## src/rtl/core/apo_pkg.sv

```systemverilog
// Shared widths, codes and result type of the argmax palette overlay block.
package apo_pkg;

   localparam int SCORE_W         = 16;
   localparam int PIXEL_INDEX_W   = 16;
   localparam int CLASS_INDEX_W   = 4;
   localparam int BYTE_W          = 8;
   localparam int PIXEL_COUNT_W   = 17;
   localparam int CHANNEL_COUNT_W = 5;
   localparam int ALPHA_W         = 9;
   localparam int COLOR_W         = 3 * BYTE_W;

   localparam int APO_MAX_PIXELS  = 65536;
   localparam int APO_MAX_CLASSES = 16;

   localparam int PAL_ENTRIES = 16;
   localparam int PAL_IW      = $clog2(PAL_ENTRIES);

   localparam int CSR_IW = 2;
   localparam int CSR_DW = PIXEL_COUNT_W;

   localparam logic [CSR_IW-1:0] CSR_PIXEL_COUNT   = 2'd0;
   localparam logic [CSR_IW-1:0] CSR_CHANNEL_COUNT = 2'd1;
   localparam logic [CSR_IW-1:0] CSR_ALPHA         = 2'd2;

   localparam logic [PIXEL_COUNT_W-1:0]   PIXEL_COUNT_RST   = 17'd65536;
   localparam logic [CHANNEL_COUNT_W-1:0] CHANNEL_COUNT_RST = 5'd16;
   localparam logic [ALPHA_W-1:0]         ALPHA_RST         = 9'd128;

   localparam logic OP_SCORE   = 1'b0;
   localparam logic OP_PALETTE = 1'b1;

   localparam int RSP_FIFO_DEPTH = 4;
   localparam int RSP_PTR_W      = $clog2(RSP_FIFO_DEPTH);
   localparam int RSP_CNT_W      = $clog2(RSP_FIFO_DEPTH + 1);

   typedef struct packed {
      logic [PIXEL_INDEX_W-1:0] pixel_index;
      logic [CLASS_INDEX_W-1:0] class_index;
      logic [BYTE_W-1:0]        out_byte0;
      logic [BYTE_W-1:0]        out_byte1;
      logic [BYTE_W-1:0]        out_byte2;
      logic                     frame_end;
   } rsp_type;

endpackage

```

## src/rtl/core/apo_palette.sv

```systemverilog
// Sixteen-entry colour palette, cleared by reset.
module apo_palette import apo_pkg::*; (
   input  logic               clock,
   input  logic               reset,
   input  logic               wr_en,
   input  logic [PAL_IW-1:0]  wr_index,
   input  logic [COLOR_W-1:0] wr_color,
   input  logic [PAL_IW-1:0]  rd_index,
   output logic [COLOR_W-1:0] rd_color
);

   logic [COLOR_W-1:0] entry_ff [PAL_ENTRIES];

   always_ff @(posedge clock) begin
      if (reset) begin
         for (int i = 0; i < PAL_ENTRIES; i++) begin
            entry_ff[i] <= '0;
         end
      end else if (wr_en) begin
         entry_ff[wr_index] <= wr_color;
      end
   end

   assign rd_color = entry_ff[rd_index];

endmodule

```

## config.mk

```make
export PLATFORM = sky130hd
export DESIGN_NAME = apo_palette
export DESIGN_NICKNAME = d
export VERILOG_FILES = /design/src/rtl/core/apo_pkg.sv /design/src/rtl/core/apo_palette.sv
export SDC_FILE = /design/constraint.sdc
export NUM_CORES = 1
export LEC_CHECK = 0
export ABC_AREA = 1
export ABC_CLOCK_PERIOD_IN_PS = 5400
export BUFFER_PORTS_ARGS = -buffer_cell sky130_fd_sc_hd__buf_2
export CAP_MARGIN = 40
export CORE_MARGIN = 5
export CORE_UTILIZATION = 30
export CTS_CLUSTER_SIZE = 40
export DETAILED_ROUTE_END_ITERATION = 16
export GPL_ROUTABILITY_DRIVEN = 0
export SLEW_MARGIN = 20
export SYNTH_ARGS = -nofsm -noshare
export SYNTH_HDL_FRONTEND = slang
export SYNTH_SLANG_ARGS = --single-unit
export TNS_END_PERCENT = 100
```

## constraint.sdc

```tcl
create_clock -name clock -period 5.4 [get_ports clock]
set_clock_uncertainty 0.2 [all_clocks]
set_input_delay 0.27 -clock clock [delete_from_list [all_inputs] [get_ports clock]]
set_output_delay 0.27 -clock clock [all_outputs]
set_load 0.1 [all_outputs]
```

==> flow_metrics.env <==
export IMPL_worst_pin_slew_ns=0.830
export IMPL_dp_hpwl_um=31900
export IMPL_htreeDepth=2
export IMPL_final_setup_tns_ns=0
export IMPL_layout_area_seq_um2=11500
export IMPL_die_height_um=257
export IMPL_post_synth_xor_area_fraction_pct=0
export IMPL_post_synth_cell_area_avg_um2=8.90
export IMPL_antenna_cells_inserted=0
export IMPL_report_final_setup_viol=0
export IMPL_placementRows=90
export IMPL_synth_largest_type_area_fraction_pct=63.0
export IMPL_holdCritPathClass="in2reg"
export IMPL_cts_tree="yes"
export IMPL_seq_area_frac_synth_pct=63.0
export IMPL_final_hold_viol_count=0
export IMPL_syn_inst=2058
export IMPL_timing_critical_path_from_type="primary input"
export IMPL_biggestRegsByFlops="entry_ff (384)"
export IMPL_synthSimpleGateAreaFrac_pct=27.3
export IMPL_synth_top_cell_by_area="sky130_fd_sc_hd__edfxtp_1"
export IMPL_critical_path_depth=11
export IMPL_synthTopCellsByCount="sky130_fd_sc_hd__nand2_1 (525), sky130_fd_sc_hd__nor2_1 (387), sky130_fd_sc_hd__edfxtp_1 (384)"
export IMPL_synthAdderAreaFrac_pct=0
export IMPL_crit_required_ns=4.93
export IMPL_post_cts_setup_buffers=0
export IMPL_routed_wirelength_um=54700
export IMPL_clock_root_buffer="sky130_fd_sc_hd__clkbuf_16"
export IMPL_ant_nets=0
export IMPL_timing_fmax_ghz=0.303
export IMPL_final_layout_size_suffix_gt1_share_pct=7.66
export IMPL_area_overhead_vs_synth_pct=12.3
export IMPL_drt_drc_violations_left=0
export IMPL_ys_top_cells_by_area="sky130_fd_sc_hd__edfxtp_1 (63%), sky130_fd_sc_hd__nand2_1 (11%), sky130_fd_sc_hd__nor2_1 (7.9%)"
export IMPL_period_needed_ns=3.30
export IMPL_post_synthesis_register_bit_count=384
export IMPL_globalRoute_totalOverflow=0
export IMPL_clockBufferDepth=3
export IMPL_leakage_power_uw=0.00917
export IMPL_numPortBuffers=58
export IMPL_via_count_of_the_routed_design=13800
export IMPL_critical_path_arrival_ns=2.83
export IMPL_synth_yosys_warnings=0
export IMPL_criticalPathCategory="in2out"
export IMPL_slew_limit_headroom_pct=44.5
export IMPL_start_util_pct=30.3
export IMPL_critical_path_buffer_and_inverter_count=5
export IMPL_registers_top_by_ff_count="entry_ff"
export IMPL_largest_reg_flops=384
export IMPL_synth_edff_count=384
export IMPL_critical_path_most_common_cell="sky130_fd_sc_hd__nand2_1"
export IMPL_synth_compound_gate_area_share_pct=0
export IMPL_maxSlewViolCount=0
export IMPL_cp_cell_sequence="buf_6, inv_6, buf_16, buf_4, nand2_1, nand2_1, nand2_1, nand3_1, nand3_1, nand2_1, buf_2"
export IMPL_groute_usage_overall_pct=16.3
export IMPL_pwr_density_cell_nw_per_um2=333
export IMPL_ioPinCount=59
export IMPL_syn_area_um2=18300
export IMPL_grt_setup_unrepaired="no"
export IMPL_synth_flop_cell="sky130_fd_sc_hd__edfxtp_1"
export IMPL_layout_worst_path_cycle_share_pct=61.2
export IMPL_route_detailed_vias_per_inst=4.82
export IMPL_synthMuxAreaShare_pct=0
export IMPL_total_power_uw=6850
export IMPL_combined_area_of_the_multi_input_logic_cells_um2=5010
export IMPL_worstPathMaxFanout=70
export IMPL_status="completed"
export IMPL_critical_path_slowest_cell="sky130_fd_sc_hd__inv_6"
export IMPL_synth_most_common_cell="sky130_fd_sc_hd__nand2_1"
export IMPL_dominant_combinational_cell_family_by_area_after_synthesis="simple AND/OR/NAND/NOR gates"
export IMPL_core_area_um2=60400
export IMPL_grt_pass1_vias=13500
export IMPL_grt_pass1_wl_um=83800
export IMPL_irDropWorstVdd_mv=0.209
export IMPL_cp_startpoint="rd_index[0]"
export IMPL_dr_first_iter_drc_count=1496
export IMPL_cp_end_kind="primary output"
export IMPL_cap_violations=0
export IMPL_tritoncts_num_buffers=40
export IMPL_worst_hold_startpoint="wr_color[0]"
export IMPL_clkSinkCount=384
export IMPL_worst_path_largest_cell_delay_ns=0.51
export IMPL_cp_top_family="buffers and inverters"
export IMPL_worst_hold_path_num_cells=3
export IMPL_postSynth_asyncResetShare_pct=0
export IMPL_dieArea_um2=66100
export IMPL_antenna_found_initial=1
export IMPL_final_layout_fill_cell_count=6159
export IMPL_layout_nets=2092
export IMPL_syn_nets=2093
export IMPL_cts_resized=0
export IMPL_route_detailed_wl_per_inst_um=19.1
export IMPL_cts_clk_slew_worst_paths_ns=0.06
export IMPL_synth_cell_types=13
export IMPL_cts_hold_fix_buffers=1
export IMPL_die_width_um=257
export IMPL_grt_max_degree=125
export IMPL_detailedRoute_firstPassIterationCount=5
## metal layers
metal	track usage [%]	routed length, um
met3	2.46	4550
met2	25.9	25000
met4	4.56	1590
met5	0	0
met1	23.3	23600
## where the power goes
group          switching (uW)  internal [uW]  leakage (uW)
clock                    1160           1410      0.000565
sequential               43.7           3450       0.00366
combinational             631            162       0.00494
total                    1830           5020       0.00917
## cell families (layout without fill, tap and decap cells)
| family | Yosys count | in the layout |
|---|---|---|
| buf+inv | 457 | 488 |
| flops | 384 | 384 |
| simple gates | 1217 | 1217 |
## area by class of cell
cell class,instances,area share (%)
Clock buffer,60,5.34
Clock inverter,14,0.353
Inverter,322,5.91
Multi-Input combinational cell,1217,24.4
Sequential cell,384,56.1
Tap cell,782,4.76
Timing Repair Buffer,92,3.18
## worst paths after layout
check	endpoint	slack (ns)
max	rd_color[5]	2.10
min	entry_ff[14][0]$_SDFFCE_PN0P_	0.09
## cells in the final DEF, fill, tap and decap left out
| cell | netlist | routed |
|---|---|---|
| sky130_fd_sc_hd__inv_2 | 1 | 2 |
| sky130_fd_sc_hd__clkinv_1 | 1 | 9 |
| sky130_fd_sc_hd__nand2_2 | 13 | 15 |
| sky130_fd_sc_hd__buf_12 | 0 | 3 |
| sky130_fd_sc_hd__nor3_2 | 1 | 1 |
| sky130_fd_sc_hd__inv_6 | 0 | 3 |
| sky130_fd_sc_hd__nor2_1 | 387 | 387 |
| sky130_fd_sc_hd__clkbuf_16 | 0 | 41 |
| sky130_fd_sc_hd__buf_16 | 0 | 3 |
| sky130_fd_sc_hd__nor3_4 | 3 | 3 |
| sky130_fd_sc_hd__inv_8 | 0 | 1 |
| sky130_fd_sc_hd__buf_2 | 44 | 56 |
| sky130_fd_sc_hd__inv_1 | 320 | 318 |
| sky130_fd_sc_hd__buf_6 | 0 | 1 |
| sky130_fd_sc_hd__edfxtp_1 | 384 | 384 |
| sky130_fd_sc_hd__buf_4 | 0 | 28 |
| sky130_fd_sc_hd__nand3_1 | 288 | 288 |
| sky130_fd_sc_hd__dlygate4sd3_1 | 0 | 1 |
| sky130_fd_sc_hd__nand2_1 | 525 | 523 |
| sky130_fd_sc_hd__clkinv_2 | 0 | 3 |
| sky130_fd_sc_hd__clkbuf_1 | 73 | 19 |
## through the flow
| stage | cells | hold WS, ns | setup slack [ns] | util [%] | area [um2] |
|---|---|---|---|---|---|
| after global placement | 2791 | 0.533 | 1.97 | 31.9 | 19300 |
| after detailed placement | 2795 | 0.559 | 2.13 | 32.1 | 19400 |
| after CTS | 2870 | 0.0815 | 2.12 | 34.0 | 20500 |
| after global routing | 2871 | 0.135 | 1.89 | 34.1 | 20600 |
| after floorplan | 2058 | 0.346 | 3.20 | - | 18300 |
| final | 2871 | 0.0900 | 2.10 | 34.1 | 20600 |
Note: power is estimated with default switching activity, not from simulation.
