**src/rtl/core/apo_pkg.sv**
```systemverilog
// Shared widths, codes and result type of the argmax palette overlay block.
package apo_pkg;

   localparam int SCORE_W         = 16;
   localparam int PIXEL_INDEX_W   = 16;
   localparam int CLASS_INDEX_W   = 4;
   localparam int BYTE_W          = 8;
   localparam int PIXEL_COUNT_W   = 17;
   localparam int CHANNEL_COUNT_W = 5;
   localparam int ALPHA_W         = 9;
   localparam int COLOR_W         = 3 * BYTE_W;

   localparam int APO_MAX_PIXELS  = 65536;
   localparam int APO_MAX_CLASSES = 16;

   localparam int PAL_ENTRIES = 16;
   localparam int PAL_IW      = $clog2(PAL_ENTRIES);

   localparam int CSR_IW = 2;
   localparam int CSR_DW = PIXEL_COUNT_W;

   localparam logic [CSR_IW-1:0] CSR_PIXEL_COUNT   = 2'd0;
   localparam logic [CSR_IW-1:0] CSR_CHANNEL_COUNT = 2'd1;
   localparam logic [CSR_IW-1:0] CSR_ALPHA         = 2'd2;

   localparam logic [PIXEL_COUNT_W-1:0]   PIXEL_COUNT_RST   = 17'd65536;
   localparam logic [CHANNEL_COUNT_W-1:0] CHANNEL_COUNT_RST = 5'd16;
   localparam logic [ALPHA_W-1:0]         ALPHA_RST         = 9'd128;

   localparam logic OP_SCORE   = 1'b0;
   localparam logic OP_PALETTE = 1'b1;

   localparam int RSP_FIFO_DEPTH = 4;
   localparam int RSP_PTR_W      = $clog2(RSP_FIFO_DEPTH);
   localparam int RSP_CNT_W      = $clog2(RSP_FIFO_DEPTH + 1);

   typedef struct packed {
      logic [PIXEL_INDEX_W-1:0] pixel_index;
      logic [CLASS_INDEX_W-1:0] class_index;
      logic [BYTE_W-1:0]        out_byte0;
      logic [BYTE_W-1:0]        out_byte1;
      logic [BYTE_W-1:0]        out_byte2;
      logic                     frame_end;
   } rsp_type;

endpackage

```
**src/rtl/core/apo_rsp_fifo.sv**
```systemverilog
// Output buffer for finished pixels, decoupling the pipeline from the sink.
module apo_rsp_fifo import apo_pkg::*; (
   input  logic                 clock,
   input  logic                 reset,
   input  logic                 push,
   input  rsp_type              push_data,
   input  logic                 pop_ready,
   output logic                 not_empty,
   output rsp_type              head,
   output logic [RSP_CNT_W-1:0] count
);

   rsp_type                entry_ff [RSP_FIFO_DEPTH];
   logic [RSP_PTR_W-1:0]   wr_ptr_ff;
   logic [RSP_PTR_W-1:0]   wr_ptr_in;
   logic [RSP_PTR_W-1:0]   rd_ptr_ff;
   logic [RSP_PTR_W-1:0]   rd_ptr_in;
   logic [RSP_CNT_W-1:0]   count_ff;
   logic [RSP_CNT_W-1:0]   count_in;
   logic                   pop;

   assign not_empty = (count_ff != '0);
   assign pop       = not_empty && pop_ready;
   assign head      = entry_ff[rd_ptr_ff];
   assign count     = count_ff;

   always_comb begin
      wr_ptr_in = push ? wr_ptr_ff + RSP_PTR_W'(1) : wr_ptr_ff;
      rd_ptr_in = pop ? rd_ptr_ff + RSP_PTR_W'(1) : rd_ptr_ff;
      count_in  = count_ff + RSP_CNT_W'(push) - RSP_CNT_W'(pop);
   end

   always_ff @(posedge clock) begin
      if (reset) begin
         wr_ptr_ff <= '0;
         rd_ptr_ff <= '0;
         count_ff  <= '0;
      end else begin
         wr_ptr_ff <= wr_ptr_in;
         rd_ptr_ff <= rd_ptr_in;
         count_ff  <= count_in;
      end
   end

   always_ff @(posedge clock) begin
      if (push) begin
         entry_ff[wr_ptr_ff] <= push_data;
      end
   end

endmodule

```
**config.mk**
```make
export PLATFORM = sky130hd
export DESIGN_NAME = apo_rsp_fifo
export DESIGN_NICKNAME = d
export VERILOG_FILES = /design/src/rtl/core/apo_pkg.sv /design/src/rtl/core/apo_rsp_fifo.sv
export SDC_FILE = /design/constraint.sdc
export NUM_CORES = 1
export LEC_CHECK = 0
export ABC_AREA = 0
export BUFFER_PORTS_ARGS = -buffer_cell sky130_fd_sc_hd__buf_2
export CAP_MARGIN = 20
export CORE_ASPECT_RATIO = 1.4
export CORE_MARGIN = 2
export CORE_UTILIZATION = 55
export DETAILED_ROUTE_END_ITERATION = 16
export HOLD_SLACK_MARGIN = 0.08
export PLACE_DENSITY = 0.77
export SLEW_MARGIN = 20
export SYNTH_ARGS = -nofsm -noshare
export SYNTH_HDL_FRONTEND = slang
export SYNTH_SLANG_ARGS = --single-unit
```
**constraint.sdc**
```tcl
create_clock -name clock -period 3.5 [get_ports clock]
set_input_delay 1.05 -clock clock [delete_from_list [all_inputs] [get_ports clock]]
set_output_delay 1.05 -clock clock [all_outputs]
set_load 0.005 [all_outputs]
```
==> metrics.yaml, run 1 <==
gp_congestion: 0.719
rsz0062_at_grt: "no"
portBuffers: 97
placed_cell_area_um2: 7700
syn_avg_cell_area_um2: 25.1
critPathMaxFanout: 22
avgRoutedWirePerCell_um: 20.9
syn_area_um2: 7020
rrSetupSlack_ns: 1.55
num_vias: 3123
postCtsSetupBuffers: 0
grt_pass1_wl_mm: 17.5
root_buffer: "clkbuf_16"
postCtsResizedCells: 0
min-delay-start: "wr_ptr_ff[1]$_SDFFE_PP0P_"
post-route-cell-area_um2: 8290
reg2regPathDepth: 7
skew_ns: 0.00997
antenna_left: 0
syn_to_final_growth_pct: 18.1
fin_crit_sh: 0.887
critPathCaptureType: "primary output"
cts_inserted_buffers: 17
fmax_mhz: 322
nets: 449
die_h_um: 138
r2r-start: "count[1]$_SDFF_PP0_"
status: "finished, final reports clean"
drive_gt1_frac: 0.454
maxCapViolations: 0
post-route-util: 0.670
grt_antenna_before_repair: 1
htreeDepth: 4
cts_hold_buf: 0
grt_max_degree: 46
setup_viol: 0
via_per_inst: 5.62
tightest_slew_ns: 0.715
ys_types: 22
ys_warn_count: 0
drtIter0Drc: 146
start_util: 0.568
dieArea_um2: 13700
cts_tree: "built"
drc: 0
hold_path_end: "wr_ptr_ff[1]$_SDFFE_PP0P_"
cp.arrival_ns: 2.05
drv_slew: 0
netlist_instances: 280
crit_type: "flop to primary output"
start_kind: "flop"
worstPathRequired_ns: 2.45
tns_ns: 0
track_usage: 0.177
grt.overflow.total: 0
reg2reg_to: "count[2]$_SDFF_PP0_"
layout_min_cycle_time_ns: 3.10
rows: 48
hp-class: "flop to flop"
hold_viol: 0
clk_pin_slew_ns: 0.06
min_path_cells: 2
synth_nets: 336
clock_path_buffers: 2
drt_wl_total_mm: 11.6
relSlewSlack: 0.523
p_leak_uw: 0.00285
p_per_area_nw_per_um2: 663
drtPass1Iterations: 4
peakVddDrop_mv: 0.515
ys_ff_latch: 189
cts_sinks: 189
grt_pass1_vias: 3270
yosysSeqAreaShare: 0.795
dp_hpwl_mm: 7.19
die_w_um: 99.5
design.core.area_um2: 12400
io_pins: 98
clk-insertion-delay-late_ns: 0.42
[cell usage after synthesis]
cell type	count	area, um2
nor2b_1	4	25.0
nor2_1	5	18.8
buf_6	1	11.3
xor3_1	1	23.8
clkbuf_2	1	5.00
mux2_2	3	33.8
inv_1	6	22.5
buf_12	4	80.1
and2_1	4	25.0
mux4_1	5	131
or3_1	1	6.26
xnor2_1	1	8.76
o31a_1	1	8.76
mux4_2	40	901
o311ai_0	1	8.76
buf_2	4	20.0
ha_1	6	75.1
edfxtp_1	180	5410
mux2i_1	1	10.0
clkbuf_1	1	3.75
fa_1	1	20.0
dfxtp_1	9	180
[worst max-delay path, stage by stage (launching register included)]
cell	delay, ns
dfxtp_4	0.62
buf_4	0.31
mux4_2	0.54
buf_2	0.15
[cell type report]
| class | count | area (um2) |
|---|---|---|
| fill | 800 | 4080 |
| sequential | 189 | 5590 |
| clock buffer | 17 | 425 |
| antenna | 1 | 2.50 |
| multi-input combinational | 74 | 1300 |
| tap | 150 | 188 |
| inverter | 6 | 22.5 |
| clock inverter | 14 | 169 |
| timing repair buffer | 105 | 596 |
[power breakdown]
part	switching, uW	internal, uW
sequential	107	2610
clock	784	1120
combinational	360	515
[cells by family (layout without fill, tap and decap cells)]
kind of cell	after synthesis	after routing	synth area share
AO/OA/AOI/OAI	2	2	0.00249
XOR/XNOR	2	2	0.00463
adder cells (fa/ha/maj)	7	7	0.0135
buffers and inverters	17	142	0.0203
flip-flops	189	189	0.795
multiplexers	49	49	0.153
other	0	1	0
AND/OR/NAND/NOR	14	14	0.0107
[sequential cells by signal, summed over array words and instances, names as in the netlist, named ones only]
register / count
rd_ptr_ff: 2
entry_ff: 180
wr_ptr_ff: 2
count: 3
[worst max-delay path by stage]
stage	start	slack (ns)	depth (start not counted)	endpoint
3_3_place_gp	flop	0.83	3	head[20]
6_report	flop	0.40	3	head[20]
2_1_floorplan	push	0.96	1	entry_ff[0][0]$_DFFE_PP_
5_1_grt	flop	0.27	3	head[21]
3_5_place_dp	flop	0.81	3	head[21]
4_1_cts	flop	0.34	3	head[20]
[routing by layer]
metal  global-route usage  wire [um]  share of wire
met1                0.207       4580           0.39
met5                    0          0              0
met4               0.0852        248          0.021
met2                0.309       6340           0.55
met3               0.0416        448          0.039
[metrics by stage]
step | instances | setup WS [ns] | hold slack, ns | power (uW)
6_report | 556 | 0.395 | 0.562 | 5500
5_1_grt | 556 | 0.273 | 0.587 | 5710
4_1_cts | 555 | 0.341 | 0.562 | 5570
3_5_place_dp | 524 | 0.812 | 0.549 | 3670
3_3_place_gp | 524 | 0.826 | 0.533 | 3640
2_1_floorplan | 280 | 0.960 | 0.514 | 3360
[cells in the final DEF, fill, tap and decap left out, drive strengths merged]
master    synthesis  layout
and2              4       4
o31a              1       1
ha                6       6
fa                1       1
o311ai            1       1
nor2b             4       4
mux4             45      45
xor3              1       1
edfxtp          180     180
diode             0       1
nor2              5       5
clkinv            0       5
mux2              3       3
buf               9     105
inv               6       8
bufinv            0       3
dfxtp             9       9
clkinvlp          0       4
xnor2             1       1
clkbuf            2      17
mux2i             1       1
or3               1       1
(Power assumes the default switching activity.)
==> run 2, diff against run 1 <==
--- a/config.mk
+++ b/config.mk
@@ -10,10 +10,10 @@
 export CAP_MARGIN = 20
 export CORE_ASPECT_RATIO = 1.4
 export CORE_MARGIN = 2
-export CORE_UTILIZATION = 55
+export CORE_UTILIZATION = 51
 export DETAILED_ROUTE_END_ITERATION = 16
 export HOLD_SLACK_MARGIN = 0.08
-export PLACE_DENSITY = 0.77
+export PLACE_DENSITY = 0.75
 export SLEW_MARGIN = 20
 export SYNTH_ARGS = -nofsm -noshare
 export SYNTH_HDL_FRONTEND = slang
==> constraint.sdc (replaced) <==
create_clock -name clock -period 2.8 [get_ports clock]
set_input_delay 0.84 -clock clock [delete_from_list [all_inputs] [get_ports clock]]
set_output_delay 0.84 -clock clock [all_outputs]
set_load 0.005 [all_outputs]
==> run 2 against run 1 <==
- clock skew rose by 0.0011 ns
- count of clock-buffer cells in the layout did not move
- total power rose by 23%
- die area rose by 7.6%
- sequential cell count did not move
- clock power rose by 16%
- global-route usage fell by 0.29 points
- setup slack got worse by 0.23 ns
- largest cell class unchanged
- via count rose by 1.9%
- hold slack got worse by 0.0030 ns
==> metrics.yaml, run 2 (synthesized netlist as in run 1, its figures left out) <==
status: "finished, final reports clean"
portBuffers: 97
grt_pass1_wl_mm: 18.3
track_usage: 0.174
drtPass1Iterations: 4
r2r-start: "count[1]$_SDFF_PP0_"
drt_wl_total_mm: 12.0
drive_gt1_frac: 0.455
avgRoutedWirePerCell_um: 20.2
peakVddDrop_mv: 0.608
final_common_cell: "edfxtp_1"
dieArea_um2: 14700
p_leak_uw: 0.00286
rrSetupSlack_ns: 0.88
worstPathRequired_ns: 1.96
start_util: 0.525
syn_to_final_growth_pct: 18.7
crit_type: "flop to primary output"
skew_ns: 0.0111
relSlewSlack: 0.651
num-fill-cells: 939
cts_inserted_buffers: 17
rows: 50
grt_pass1_vias: 3345
die_h_um: 143
min-delay-start: "wr_ptr_ff[0]$_SDFFE_PP0P_"
nets: 453
critPathMaxFanout: 29
post-route-util: 0.623
grt.overflow.total: 0
clk_pin_slew_ns: 0.07
postCtsSetupBuffers: 0
reg2regPathDepth: 7
grt_max_degree: 34
drc: 0
setup_viol: 0
htreeDepth: 4
design.core.area_um2: 13400
via_per_inst: 5.38
drtIter0Drc: 163
largest_reg_flops: 180
cts_sinks: 189
postCtsResizedCells: 0
dp_hpwl_mm: 7.72
largest-register: "entry_ff"
cp.arrival_ns: 1.79
cts_tree: "built"
hp-class: "flop to flop"
clk-insertion-delay-late_ns: 0.42
drv_slew: 0
maxCapViolations: 0
tightest_slew_ns: 0.523
io_pins: 98
antenna_left: 0
hold_viol: 0
tns_ns: 0
start_kind: "flop"
power.total_uw: 6740
grt_antenna_before_repair: 1
gp_congestion: 0.714
min_path_cells: 2
root_buffer: "clkbuf_16"
cts_hold_buf: 0
fin_crit_sh: 0.940
num_vias: 3183
clock_path_buffers: 2
rsz0062_at_grt: "no"
critPathCaptureType: "primary output"
p_per_area_nw_per_um2: 808
fmax_mhz: 380
final_cell_mix: "edfxtp_1 (180), buf_2 (97), mux4_2 (40), clkbuf_16 (17), dfxtp_1 (7)"
die_w_um: 103
layout_min_cycle_time_ns: 2.63
run 2: cell count changes in the layout (fill, tap and decap cells not counted):
cell / before / now
clkinv_2: 2 / 3
clkinv_1: 1 / 3
buf_4: 4 / 6
bufinv_16: 3 / 1
clkinvlp_4: 4 / 1
inv_6: 2 / 4
buf_12: 4 / 6
run 2: worst max-delay path: stages, from the launching register on:
cell     delay (ns)
dfxtp_4        0.37
buf_12         0.25
mux4_1         0.59
buf_2          0.16
run 2: layout make-up:
class	count	area, um2	area share
Sequential cell	189	5590	0.671
Multi-Input combinational cell	74	1300	0.156
Timing Repair Buffer	109	651	0.0780
Clock buffer	17	425	0.0510
Tap cell	182	228	0.0273
Clock inverter	14	116	0.0140
Inverter	6	22.5	0.00270
Antenna cell	1	2.50	0.000300
run 2: final timing paths:
check,to
max,head[44]
min,wr_ptr_ff[0]$_SDFFE_PP0P_
min reg2reg,wr_ptr_ff[0]$_SDFFE_PP0P_
max reg2reg,count[2]$_SDFF_PP0_
run 2: metrics by stage:
stage	setup WS (ns)	instance area, um2	instances	hold slack, ns
CTS	0.120	8330	591	0.561
global placement	0.531	7790	560	0.535
global route	0.0782	8330	591	0.593
floorplan	0.470	7020	280	0.514
detailed placement	0.480	7790	560	0.552
finish	0.168	8340	592	0.559
run 2: routing by layer:
layer / share of wire / global-route usage / vias to the layer above / routed length, um
met3: 0.045 / 0.0573 / 10 / 543
met1: 0.40 / 0.218 / 1681 / 4770
met4: 0.010 / 0.0575 / 0 / 124
met2: 0.55 / 0.288 / 74 / 6530
li1: - / - / 1418 / -
met5: 0 / 0 / - / 0
run 2: power breakdown:
group	internal, uW	switching, uW
logic	667	536
clock network	1220	985
registers	3270	65.0
